[src/sv/fts_pkg.sv]
// ----------------------------------------------------------------------------
// fts_pkg
// Shared types and constants of the frame timestamp trailer strip block.
// ----------------------------------------------------------------------------
package fts_pkg;

  // trailer layout: 8 timestamp bytes then 4 magic bytes
  localparam int TRAILER_BYTES = 12;
  localparam int STAMP_BYTES   = 8;
  localparam int MARK_BYTES    = 4;
  localparam int CNT_W         = 4;
  localparam int STAMP_W       = 64;
  localparam int MARK_W        = 32;

  // configuration port
  localparam int CFG_IDX_W  = 2;
  localparam int CFG_DATA_W = 32;
  localparam logic [CFG_IDX_W-1:0] CFG_STRIP_ENABLE = 2'd0;
  localparam logic [CFG_IDX_W-1:0] CFG_MAGIC_WORD   = 2'd1;

  // queue depths
  localparam int CMD_DEPTH = 2;
  localparam int RES_DEPTH = 2;

  // input item
  typedef struct packed {
    logic [7:0] data_byte;
    logic       frame_last;
  } in_item_t;

  // result item
  typedef struct packed {
    logic [7:0]                out_byte;
    logic                      byte_valid;
    logic                      frame_end;
    logic                      trailer_found;
    logic signed [STAMP_W-1:0] ts_value;
    logic                      has_timestamp;
  } out_item_t;

  // class of an accepted byte
  typedef enum logic [1:0] {
    CMD_PASS  = 2'd0,
    CMD_HOLD  = 2'd1,
    CMD_CLOSE = 2'd2
  } cmd_kind_t;

  typedef struct packed {
    logic [7:0] data_byte;
    logic       frame_last;
    cmd_kind_t  kind;
  } cmd_t;

endpackage

[src/sv/frame_timestamp_trailer_strip.sv]
// ----------------------------------------------------------------------------
// frame_timestamp_trailer_strip
// Strips a 12-byte timestamp trailer from received frames and, while stripping
// is enabled, reports a status result with the decoded timestamp at each frame end.
// ----------------------------------------------------------------------------
//  channel   ports                                   transfer when
//  input     in_push, in_data, in_full               in_push && !in_full
//  result    out_pop, out_item, out_empty            out_pop && !out_empty
//  config    cfg_valid, cfg_index, cfg_data, cfg_ready  cfg_valid && cfg_ready
//
//  the back sequencer issues at most one result per cycle; a held byte enters
//  the window, and with a full window the oldest held byte leaves as a payload
//  result; a disabled byte first flushes every held byte, then passes itself;
//  a frame close flushes the held bytes (up to 12) unless the trailer matches,
//  then issues the status result. a passed byte reaches the out ports through
//  the command queue and then the result queue.
//  synchronous active-low reset empties both queues and the held window.
//  a full result queue stalls the sequencer; a full command queue raises
//  in_full; cfg_ready is always high.
// ----------------------------------------------------------------------------
module frame_timestamp_trailer_strip #(
  parameter int CMD_DEPTH = fts_pkg::CMD_DEPTH,
  parameter int RES_DEPTH = fts_pkg::RES_DEPTH
) (
  input  logic                              clk,
  input  logic                              rst_n,
  input  logic                              in_push,
  input  fts_pkg::in_item_t                 in_data,
  output logic                              in_full,
  input  logic                              out_pop,
  output fts_pkg::out_item_t                out_item,
  output logic                              out_empty,
  input  logic                              cfg_valid,
  input  logic [fts_pkg::CFG_IDX_W-1:0]     cfg_index,
  input  logic [fts_pkg::CFG_DATA_W-1:0]    cfg_data,
  output logic                              cfg_ready
);

  logic                       strip_en_r;
  logic [fts_pkg::MARK_W-1:0] magic_r;
  fts_pkg::cmd_t              cmd;
  logic                       cmd_empty, cmd_pop;
  logic                       res_full, res_push;
  fts_pkg::out_item_t         res;
  logic [$bits(fts_pkg::out_item_t)-1:0] out_bits;

  assign cfg_ready = 1'b1;

  // configuration registers
  always_ff @(posedge clk) begin
    if (!rst_n) begin
      strip_en_r <= 1'b0;
      magic_r    <= '0;
    end else if (cfg_valid) begin
      unique case (cfg_index)
        fts_pkg::CFG_STRIP_ENABLE: strip_en_r <= cfg_data[0];
        fts_pkg::CFG_MAGIC_WORD:   magic_r    <= cfg_data[fts_pkg::MARK_W-1:0];
        default: begin
        end
      endcase
    end
  end

  // front: transfer and classify
  fts_front #(
    .CMD_DEPTH (CMD_DEPTH)
  ) u_front (
    .clk       (clk),
    .rst_n     (rst_n),
    .strip_en  (strip_en_r),
    .in_push   (in_push),
    .in_data   (in_data),
    .in_full   (in_full),
    .cmd_pop   (cmd_pop),
    .cmd       (cmd),
    .cmd_empty (cmd_empty)
  );

  // back: window, trailer check, result sequencing
  fts_back u_back (
    .clk       (clk),
    .rst_n     (rst_n),
    .magic     (magic_r),
    .cmd       (cmd),
    .cmd_empty (cmd_empty),
    .cmd_pop   (cmd_pop),
    .res_full  (res_full),
    .res_push  (res_push),
    .res       (res)
  );

  // result queue
  fts_fifo #(
    .WIDTH ($bits(fts_pkg::out_item_t)),
    .DEPTH (RES_DEPTH)
  ) u_res_q (
    .clk     (clk),
    .rst_n   (rst_n),
    .wr_en   (res_push),
    .wr_data (res),
    .full    (res_full),
    .rd_en   (out_pop),
    .rd_data (out_bits),
    .empty   (out_empty)
  );

  assign out_item = fts_pkg::out_item_t'(out_bits);

endmodule

[src/sv/fts_fifo.sv]
// ----------------------------------------------------------------------------
// fts_fifo
// Small register queue with first-word fall-through read.
// ----------------------------------------------------------------------------
module fts_fifo #(
  parameter int WIDTH = 8,
  parameter int DEPTH = 2
) (
  input  logic             clk,
  input  logic             rst_n,
  input  logic             wr_en,
  input  logic [WIDTH-1:0] wr_data,
  output logic             full,
  input  logic             rd_en,
  output logic [WIDTH-1:0] rd_data,
  output logic             empty
);

  localparam int AW = (DEPTH > 1) ? $clog2(DEPTH) : 1;
  localparam int CW = $clog2(DEPTH + 1);
  localparam logic [AW-1:0] LAST_PTR = AW'(DEPTH - 1);
  localparam logic [CW-1:0] FULL_CNT = CW'(DEPTH);

  logic [WIDTH-1:0] mem_r [DEPTH];
  logic [AW-1:0]    wr_ptr_r, rd_ptr_r;
  logic [CW-1:0]    cnt_r;
  logic             do_wr, do_rd;

  assign full    = (cnt_r == FULL_CNT);
  assign empty   = (cnt_r == '0);
  assign do_wr   = wr_en && !full;
  assign do_rd   = rd_en && !empty;
  assign rd_data = mem_r[rd_ptr_r];

  // pointers and fill count
  always_ff @(posedge clk) begin
    if (!rst_n) begin
      wr_ptr_r <= '0;
      rd_ptr_r <= '0;
      cnt_r    <= '0;
    end else begin
      if (do_wr) begin
        wr_ptr_r <= (wr_ptr_r == LAST_PTR) ? '0 : wr_ptr_r + 1'b1;
      end
      if (do_rd) begin
        rd_ptr_r <= (rd_ptr_r == LAST_PTR) ? '0 : rd_ptr_r + 1'b1;
      end
      if (do_wr && !do_rd) begin
        cnt_r <= cnt_r + 1'b1;
      end else if (do_rd && !do_wr) begin
        cnt_r <= cnt_r - 1'b1;
      end
    end
  end

  // storage
  always_ff @(posedge clk) begin
    if (do_wr) begin
      mem_r[wr_ptr_r] <= wr_data;
    end
  end

endmodule

[src/sv/fts_front.sv]
// ----------------------------------------------------------------------------
// fts_front
// Accepts input bytes, tags each as pass, hold or close, and queues them.
// ----------------------------------------------------------------------------
module fts_front #(
  parameter int CMD_DEPTH = fts_pkg::CMD_DEPTH
) (
  input  logic             clk,
  input  logic             rst_n,
  input  logic             strip_en,
  input  logic             in_push,
  input  fts_pkg::in_item_t in_data,
  output logic             in_full,
  input  logic             cmd_pop,
  output fts_pkg::cmd_t    cmd,
  output logic             cmd_empty
);

  fts_pkg::cmd_t             cmd_in;
  logic [$bits(fts_pkg::cmd_t)-1:0] cmd_bits;

  // classify on the enable seen at transfer time
  always_comb begin
    cmd_in.data_byte  = in_data.data_byte;
    cmd_in.frame_last = in_data.frame_last;
    if (!strip_en) begin
      cmd_in.kind = fts_pkg::CMD_PASS;
    end else if (in_data.frame_last) begin
      cmd_in.kind = fts_pkg::CMD_CLOSE;
    end else begin
      cmd_in.kind = fts_pkg::CMD_HOLD;
    end
  end

  // command queue toward the back part
  fts_fifo #(
    .WIDTH ($bits(fts_pkg::cmd_t)),
    .DEPTH (CMD_DEPTH)
  ) u_cmd_q (
    .clk     (clk),
    .rst_n   (rst_n),
    .wr_en   (in_push),
    .wr_data (cmd_in),
    .full    (in_full),
    .rd_en   (cmd_pop),
    .rd_data (cmd_bits),
    .empty   (cmd_empty)
  );

  assign cmd = fts_pkg::cmd_t'(cmd_bits);

endmodule

[src/sv/fts_back.sv]
// ----------------------------------------------------------------------------
// fts_back
// Holds the newest trailer-sized window, checks the trailer at frame end and
// issues at most one result per cycle while the result queue has room.
// ----------------------------------------------------------------------------
module fts_back (
  input  logic                             clk,
  input  logic                             rst_n,
  input  logic [fts_pkg::MARK_W-1:0]       magic,
  input  fts_pkg::cmd_t                    cmd,
  input  logic                             cmd_empty,
  output logic                             cmd_pop,
  input  logic                             res_full,
  output logic                             res_push,
  output fts_pkg::out_item_t               res
);

  localparam int CW = fts_pkg::CNT_W;
  localparam logic [CW-1:0] FULL_CNT = CW'(fts_pkg::TRAILER_BYTES);
  localparam logic [CW-1:0] TAIL     = CW'(fts_pkg::TRAILER_BYTES - 1);

  typedef enum logic {
    ST_RUN,
    ST_CLOSE
  } state_t;

  state_t                         state_r, state_nxt;
  logic [7:0]                     held_r [fts_pkg::TRAILER_BYTES];
  logic [CW-1:0]                  cnt_r, cnt_nxt;
  logic signed [fts_pkg::STAMP_W-1:0] last_ts_r, last_ts_nxt;
  logic                           seen_r, seen_nxt;
  logic                           do_shift, do_ins;
  logic [CW-1:0]                  ins_idx;
  logic [fts_pkg::STAMP_W-1:0]    stamp;
  logic [fts_pkg::MARK_W-1:0]     mark;
  logic                           found;

  // trailer fields read big-endian from the window
  always_comb begin
    stamp = '0;
    mark  = '0;
    for (int i = 0; i < fts_pkg::STAMP_BYTES; i++) begin
      stamp = {stamp[fts_pkg::STAMP_W-9:0], held_r[i]};
    end
    for (int i = 0; i < fts_pkg::MARK_BYTES; i++) begin
      mark = {mark[fts_pkg::MARK_W-9:0], held_r[fts_pkg::STAMP_BYTES + i]};
    end
  end

  assign found = (cnt_r == FULL_CNT) && (mark == magic);

  // sequencer
  always_comb begin
    state_nxt   = state_r;
    cnt_nxt     = cnt_r;
    last_ts_nxt = last_ts_r;
    seen_nxt    = seen_r;
    cmd_pop     = 1'b0;
    res_push    = 1'b0;
    do_shift    = 1'b0;
    do_ins      = 1'b0;
    ins_idx     = cnt_r;
    // default result: oldest held byte as payload
    res.out_byte         = held_r[0];
    res.byte_valid       = 1'b1;
    res.frame_end        = 1'b0;
    res.trailer_found    = 1'b0;
    res.ts_value         = last_ts_r;
    res.has_timestamp    = seen_r;

    unique case (state_r)
      ST_RUN: begin
        if (!cmd_empty) begin
          unique case (cmd.kind)
            fts_pkg::CMD_PASS: begin
              if (!res_full) begin
                res_push = 1'b1;
                if (cnt_r != '0) begin
                  do_shift = 1'b1;
                  cnt_nxt  = cnt_r - 1'b1;
                end else begin
                  res.out_byte  = cmd.data_byte;
                  res.frame_end = cmd.frame_last;
                  cmd_pop       = 1'b1;
                end
              end
            end
            fts_pkg::CMD_HOLD, fts_pkg::CMD_CLOSE: begin
              if (cnt_r == FULL_CNT) begin
                // window full: oldest leaves, new byte enters at the tail
                if (!res_full) begin
                  res_push = 1'b1;
                  do_shift = 1'b1;
                  do_ins   = 1'b1;
                  ins_idx  = TAIL;
                  cmd_pop  = 1'b1;
                end
              end else begin
                do_ins  = 1'b1;
                cnt_nxt = cnt_r + 1'b1;
                cmd_pop = 1'b1;
              end
              if (cmd_pop && cmd.kind == fts_pkg::CMD_CLOSE) begin
                state_nxt = ST_CLOSE;
              end
            end
            default: begin
              cmd_pop = 1'b1;
            end
          endcase
        end
      end
      ST_CLOSE: begin
        if (!res_full) begin
          res_push = 1'b1;
          if (found) begin
            res.out_byte         = '0;
            res.byte_valid       = 1'b0;
            res.frame_end        = 1'b1;
            res.trailer_found    = 1'b1;
            res.ts_value         = stamp;
            res.has_timestamp    = 1'b1;
            last_ts_nxt          = stamp;
            seen_nxt             = 1'b1;
            cnt_nxt              = '0;
            state_nxt            = ST_RUN;
          end else if (cnt_r != '0) begin
            do_shift = 1'b1;
            cnt_nxt  = cnt_r - 1'b1;
          end else begin
            res.out_byte   = '0;
            res.byte_valid = 1'b0;
            res.frame_end  = 1'b1;
            state_nxt      = ST_RUN;
          end
        end
      end
      default: begin
        state_nxt = ST_RUN;
      end
    endcase
  end

  // state, counters and held window
  always_ff @(posedge clk) begin
    if (!rst_n) begin
      state_r   <= ST_RUN;
      cnt_r     <= '0;
      last_ts_r <= '0;
      seen_r    <= 1'b0;
    end else begin
      state_r   <= state_nxt;
      cnt_r     <= cnt_nxt;
      last_ts_r <= last_ts_nxt;
      seen_r    <= seen_nxt;
    end
    if (do_shift) begin
      for (int i = 0; i < fts_pkg::TRAILER_BYTES - 1; i++) begin
        held_r[i] <= held_r[i + 1];
      end
    end
    if (do_ins) begin
      held_r[ins_idx] <= cmd.data_byte;
    end
  end

endmodule

[config.mk]
export PLATFORM = sky130hd
export DESIGN_NAME = frame_timestamp_trailer_strip
export DESIGN_NICKNAME = d
export VERILOG_FILES = /design/src/sv/fts_pkg.sv /design/src/sv/frame_timestamp_trailer_strip.sv /design/src/sv/fts_fifo.sv /design/src/sv/fts_front.sv /design/src/sv/fts_back.sv
export SDC_FILE = /design/constraint.sdc
export NUM_CORES = 1
export LEC_CHECK = 0
export BUFFER_PORTS_ARGS = -buffer_cell sky130_fd_sc_hd__buf_2
export CORE_MARGIN = 8
export CORE_UTILIZATION = 55
export DETAILED_ROUTE_END_ITERATION = 12
export GPL_ROUTABILITY_DRIVEN = 0
export GPL_TIMING_DRIVEN = 0
export HOLD_SLACK_MARGIN = 0.02
export PLACE_DENSITY = 0.74
export SKIP_LAST_GASP = 1
export SLEW_MARGIN = 5
export SYNTH_ARGS = -nofsm -noshare
export SYNTH_HDL_FRONTEND = slang
export SYNTH_SLANG_ARGS = --single-unit
[constraint.sdc]
create_clock -name clk -period 10.6 [get_ports clk]
set_input_delay 1.06 -clock clk [delete_from_list [all_inputs] [get_ports clk]]
set_output_delay 1.06 -clock clk [all_outputs]
set_load 0.02 [all_outputs]
Word level (Yosys, flattened, before mapping)
Memories as Yosys holds them, arrays and structs flattened. A register that Yosys moved wholly into a read port is not among the register bits.
Index checks and enable logic that the tools add are counted.

cells by class
  add/subtract/negate cells = 10
  equal/unequal tests = 12
  multiplexer cells = 80
  bitwise logic cells = 2
  reductions and logical operators = 30

operator list
  kind                                                                    number
  66-bit two-way mux                                                      2
  76-bit two-way mux                                                      1
  1-bit two-way mux                                                       44
  4-bit two-way mux                                                       11
  32-bit equality test                                                    1
  8-bit two-way mux                                                       4
  10-bit two-way mux                                                      2
  4-bit one-hot mux with 2 select lines                                   2
  8-bit one-hot mux with 2 select lines                                   1
  1-bit one-hot mux with 2 select lines                                   7
  2-bit two-way mux                                                       6
  1-bit logical AND                                                       10
  3-bit inequality test (second input constant)                           3
  1-bit zero test                                                         8
  2-bit zero test                                                         4
  2-bit equality test (second input constant)                             3
  5-bit AND reduction                                                     1
  1-bit adder (second input constant)                                     4
  2-bit by 1-bit adder with 2-bit output (second input constant)          2
  4-bit by 1-bit adder with 4-bit output (second input constant)          1
  2-bit by 1-bit equality test with 1-bit output (second input constant)  2
  4-bit equality test (second input constant)                             1
  2-bit inequality test (second input constant)                           2
  2-bit AND reduction                                                     2
  other kinds (7)                                                         10

storage, ports and cells
  register bits = 111
  memory bits (writable) = 270
  input bits = 48
  output and inout port bits = 79
  logic and storage cells = 149
  memories kept = 3

memory list
  memory                 words  width  read ports  clocked after Yosys merged registers in  wr ports  RTL line        source
  u_res_q.mem_r          2      76     1           1                                        1         fts_fifo.sv:24  logic [WIDTH-1:0] mem_r [DEPTH];
  u_back.held_r          12     8      12          0                                        12        fts_back.sv:28  logic [7:0] held_r [fts_pkg::TRAILER_BYTES];
  u_front.u_cmd_q.mem_r  2      11     1           1                                        1         fts_fifo.sv:24

Longest topological paths before layout
  depth after elaboration = 13
  gate-level depth with buffers = 12
  mapped depth without buffers = 10

Modules after synthesis
Synthesis repeated with hierarchy kept, for this count alone.

unflattened totals
  cells, all modules = 1,231
  area, all modules = 16,871.2 sq um

by module, submodules not included
  module                         instances  cells each  area each (sq um)
  fts_back                       1          763         8,742.1
  fts_fifo (u_res_q)             1          261         5,721.7
  frame_timestamp_trailer_strip  1          146         1,367.6
  fts_fifo (u_front.u_cmd_q)     1          59          1,023.5
  fts_front                      1          2           16.3

Least setup slack after synthesis
Ideal clock, no wire load.

  path type = register to register
  start = reg with a tool-made name
  end = mem u_res_q.mem_r[0][0] in the netlist's numbering (enable)
  setup time = 520 ps
  data arrival time = 5,422 ps
  required time = 10,080 ps
  path slack = 4,658 ps
  cell stages (with the launch flop) = 8
  path buffers = 1
  period minus slack after synthesis = 5,942 ps
  path through = dfxtp_1 -> buf_1 -> mux2i_1 -> ha_1 -> and4_1 -> o211ai_1 -> a21oi_1 -> nor2b_1

RTL lines
  item           RTL line
  end, declared  fts_fifo.sv:24

==> flow_summary.yaml <==
timing:
  fin_crit_sh: 0.388
  tightestPinTransition_ns: 1.25
  fin_crit_ns: 4.11
  slew_viol_final: 0
  rsz0062_at_grt: "false"
  max_slew_margin: 0.162
  finalHoldViolCount: 0
  setup_viol: 0
  max_freq_mhz: 243
  skew_ns: 0.0113
  finalSetupTns_ns: 0
  final.setup.worst_slack_ns: 6.49
setup_path:
  crit_family: "simple AND/OR/NAND/NOR gates"
  reg2reg_depth: 9
  setup.worst_path.start_class: "register"
  r2r_end: "u_back.held_r[2][5]$_DFFE_PP_"
  slowest_delay_ns: 0.71
  arrival_ns: 4.25
  required_ns: 10.74
  critical_path.slowest_cell: "nor3_1"
  critPathMaxFanout: 10
  path_buf_inv: 2
  crit_chain: "buf_1, mux2i_1, ha_1, nor2b_1, nand4_1, nor3_1, clkbuf_1, nor2_1, o31ai_1"
  crit_type: "reg2reg"
  end_kind: "register"
  reg2reg_slack_ns: 6.49
synthesis:
  synth-edff-count: 270
  yosysWarningCount: 0
  synthArstFlopShare: 0
  netlist_instances: 1339
  synthesis.area_um2: 16400
  ys_ff_latch: 383
  synth_nets: 1396
  synth_cell_type_count: 54
  synth.avg_cell_area_um2: 12.2
  ys_seq_area_frac: 0.633
  ys.flop_type: "edfxtp_1"
clocking:
  postCtsHoldBufs: 0
  clock_sinks: 383
  cts-resized-gates: 0
  cts_max_level: 2
  cts_max_path_buffers: 3
  cts_buffers: 38
  cts_tree: "yes"
  cts_root_buf: "clkbuf_16"
  path_clk_slew_ns: 0.06
  post-cts-setup-buffers: 0
  clk_latency_ns: 0.52
drt:
  drt_first_pass_iters: 8
  routedWlPerCell_um: 20.1
  wl_um: 38700
  vias: 10990
  vias_per_cell: 5.72
  drtAntennaViolNets: 0
  drtIter0Drc: 1152
  route.detailed.drc: 0
finish:
  fin_nets: 1564
  utilization: 0.637
  diodes: 0
  fin_cells: 1923
  layout-drive-gt1-share: 0.226
  syn_to_final_growth_pct: 14.8
grt:
  overflow: 0
  grt_use_total: 0.212
  grt_pass1_wl_um: 60000
  grt_pass1_vias: 11019
  grt_max_degree: 49
  antenna_found_initial: 0
power_and_ir_drop:
  design_power_total_mw: 4.53
  ir_drop_mv: 0.117
  power.leakage_nw: 7.17
  power.density_nw_per_um2: 241
die:
  io_pins: 127
  core_area_um2: 29500
  dieArea_um2: 35500
  die_x_um: 189
  initial_core_util: 0.555
  die_h_um: 189
  rows: 63
worst_hold_path:
  hold_class: "reg2reg"
  min_to: "u_back.last_ts_r[49]$_SDFFE_PN0P_"
  worstHoldPathCells: 2
  min-delay-start: "u_back.last_ts_r[49]$_SDFFE_PN0P_"
place:
  dp_slack_ns: 6.59
  dpl.cell_count: 1857
  hpwl_um: 26900
  portBuffers: 124
flow_run:
  drv_cap: 0
outcome:
  status: "finished, final reports clean"
where the power goes:
group	internal, mW	leakage (nW)	switching [mW]
clock	0.767	0.584	0.544
sequential	1.89	3.34	0.123
combinational	0.411	3.24	0.802
Yosys cell counts (3+ instances only):
cell type / n / area share
edfxtp_1: 270 / 0.50
nand2_1: 217 / 0.050
mux2_2: 129 / 0.089
a21oi_1: 124 / 0.038
nor2_1: 114 / 0.026
dfxtp_1: 113 / 0.14
mux2i_1: 76 / 0.046
clkbuf_1: 64 / 0.015
xor2_1: 23 / 0.012
o21ai_0: 21 / 0.0064
inv_1: 18 / 0.0041
xnor2_1: 17 / 0.0091
o31ai_1: 14 / 0.0064
buf_2: 12 / 0.0037
mux2_4: 12 / 0.011
nand3_1: 10 / 0.0031
ha_1: 9 / 0.0069
nand4_1: 9 / 0.0034
nor3_1: 9 / 0.0028
a22oi_1: 8 / 0.0037
nor4_1: 8 / 0.0031
or3_1: 7 / 0.0027
buf_1: 6 / 0.0014
nand2b_1: 4 / 0.0015
nor2b_1: 4 / 0.0015
buf_6: 3 / 0.0021
o211ai_1: 3 / 0.0014
or4_1: 3 / 0.0014
worst min-delay path: cells and delay by family (launching register included):
kind,cells,cell delay (ns)
simple gates,1,0.05
mux,1,0.05
flops,1,0.30
state kept, by name, summed over array words and instances, names as in the netlist, named ones only:
register	flops
u_back.last_ts_r	64
u_back.state_r	1
strip_en_r	1
u_res_q.rd_ptr_r	1
u_front.u_cmd_q.mem_r	22
u_res_q.cnt_r	2
u_res_q.mem_r	152
magic_r	32
u_res_q.wr_ptr_r	1
u_front.u_cmd_q.cnt_r	2
u_back.seen_r	1
u_back.cnt_r	4
u_front.u_cmd_q.rd_ptr_r	1
u_back.held_r	96
u_front.u_cmd_q.wr_ptr_r	1
final cells by class:
| type | count | area [µm²] |
|---|---|---|
| multi-input cells | 850 | 5580 |
| inverters | 19 | 71.3 |
| fillers | 2264 | 10700 |
| plain buffers | 87 | 372 |
| flip-flops and latches | 383 | 10400 |
| repair buffers | 128 | 716 |
| well taps | 390 | 488 |
| clock buffers | 53 | 1050 |
| clock inverters | 13 | 146 |
logic make-up (layout without fill, tap and decap cells):
logic type / after synthesis / count (layout) / share of synthesized area
and+or+nand+nor: 399 / 399 / 0.102
DFF: 383 / 383 / 0.633
muxes: 217 / 217 / 0.146
AOI/OAI and AO/OA: 184 / 184 / 0.0629
buffers and inverters: 106 / 300 / 0.0271
xor gates and xnor gates: 40 / 40 / 0.0214
adders and majority gates: 9 / 9 / 0.00688
other: 1 / 1 / 0.000229
metal layers:
metal	track usage	routed length [µm]
met1	0.284	16300
met2	0.341	17900
met3	0.0442	3300
met4	0.0728	1220
met5	0	0
cell usage in the layout, fill, tap and decap left out, types with 13 or more instances in the layout:
cell type | synthesis | layout
a21oi_1 | 124 | 124
nor2_1 | 114 | 114
mux2i_1 | 76 | 76
o21ai_0 | 21 | 21
inv_1 | 18 | 18
nand2_1 | 217 | 217
xor2_1 | 23 | 23
buf_2 | 12 | 136
clkbuf_1 | 64 | 75
dfxtp_1 | 113 | 113
mux2_2 | 129 | 129
clkbuf_16 | 0 | 39
o31ai_1 | 14 | 13
xnor2_1 | 17 | 17
edfxtp_1 | 270 | 270
worst max-delay path by stage:
| stage | startpoint | to | slack [ns] | cells past startpoint |
|---|---|---|---|---|
| floorplan | register | u_res_q.mem_r[0][0]$_DFFE_PP_ | 4.66 | 7 |
| global placement | register | u_res_q.mem_r[0][13]$_DFFE_PP_ | 2.04 | 7 |
| detailed placement | register | u_back.held_r[2][2]$_DFFE_PP_ | 6.59 | 9 |
| CTS | register | u_back.held_r[2][5]$_DFFE_PP_ | 6.56 | 9 |
| global route | register | u_back.held_r[2][1]$_DFFE_PP_ | 6.22 | 9 |
| finish | register | u_back.held_r[2][5]$_DFFE_PP_ | 6.49 | 9 |
through the flow:
stage / area [µm²] / hold WS, ns
6_report: 18800 / 0.456
5_1_grt: 18800 / 0.470
4_1_cts: 18800 / 0.460
3_5_place_dp: 17600 / 0.452
3_3_place_gp: 17500 / 0.440
2_1_floorplan: 16400 / 0.431
Power figures use the tool's default switching activity.
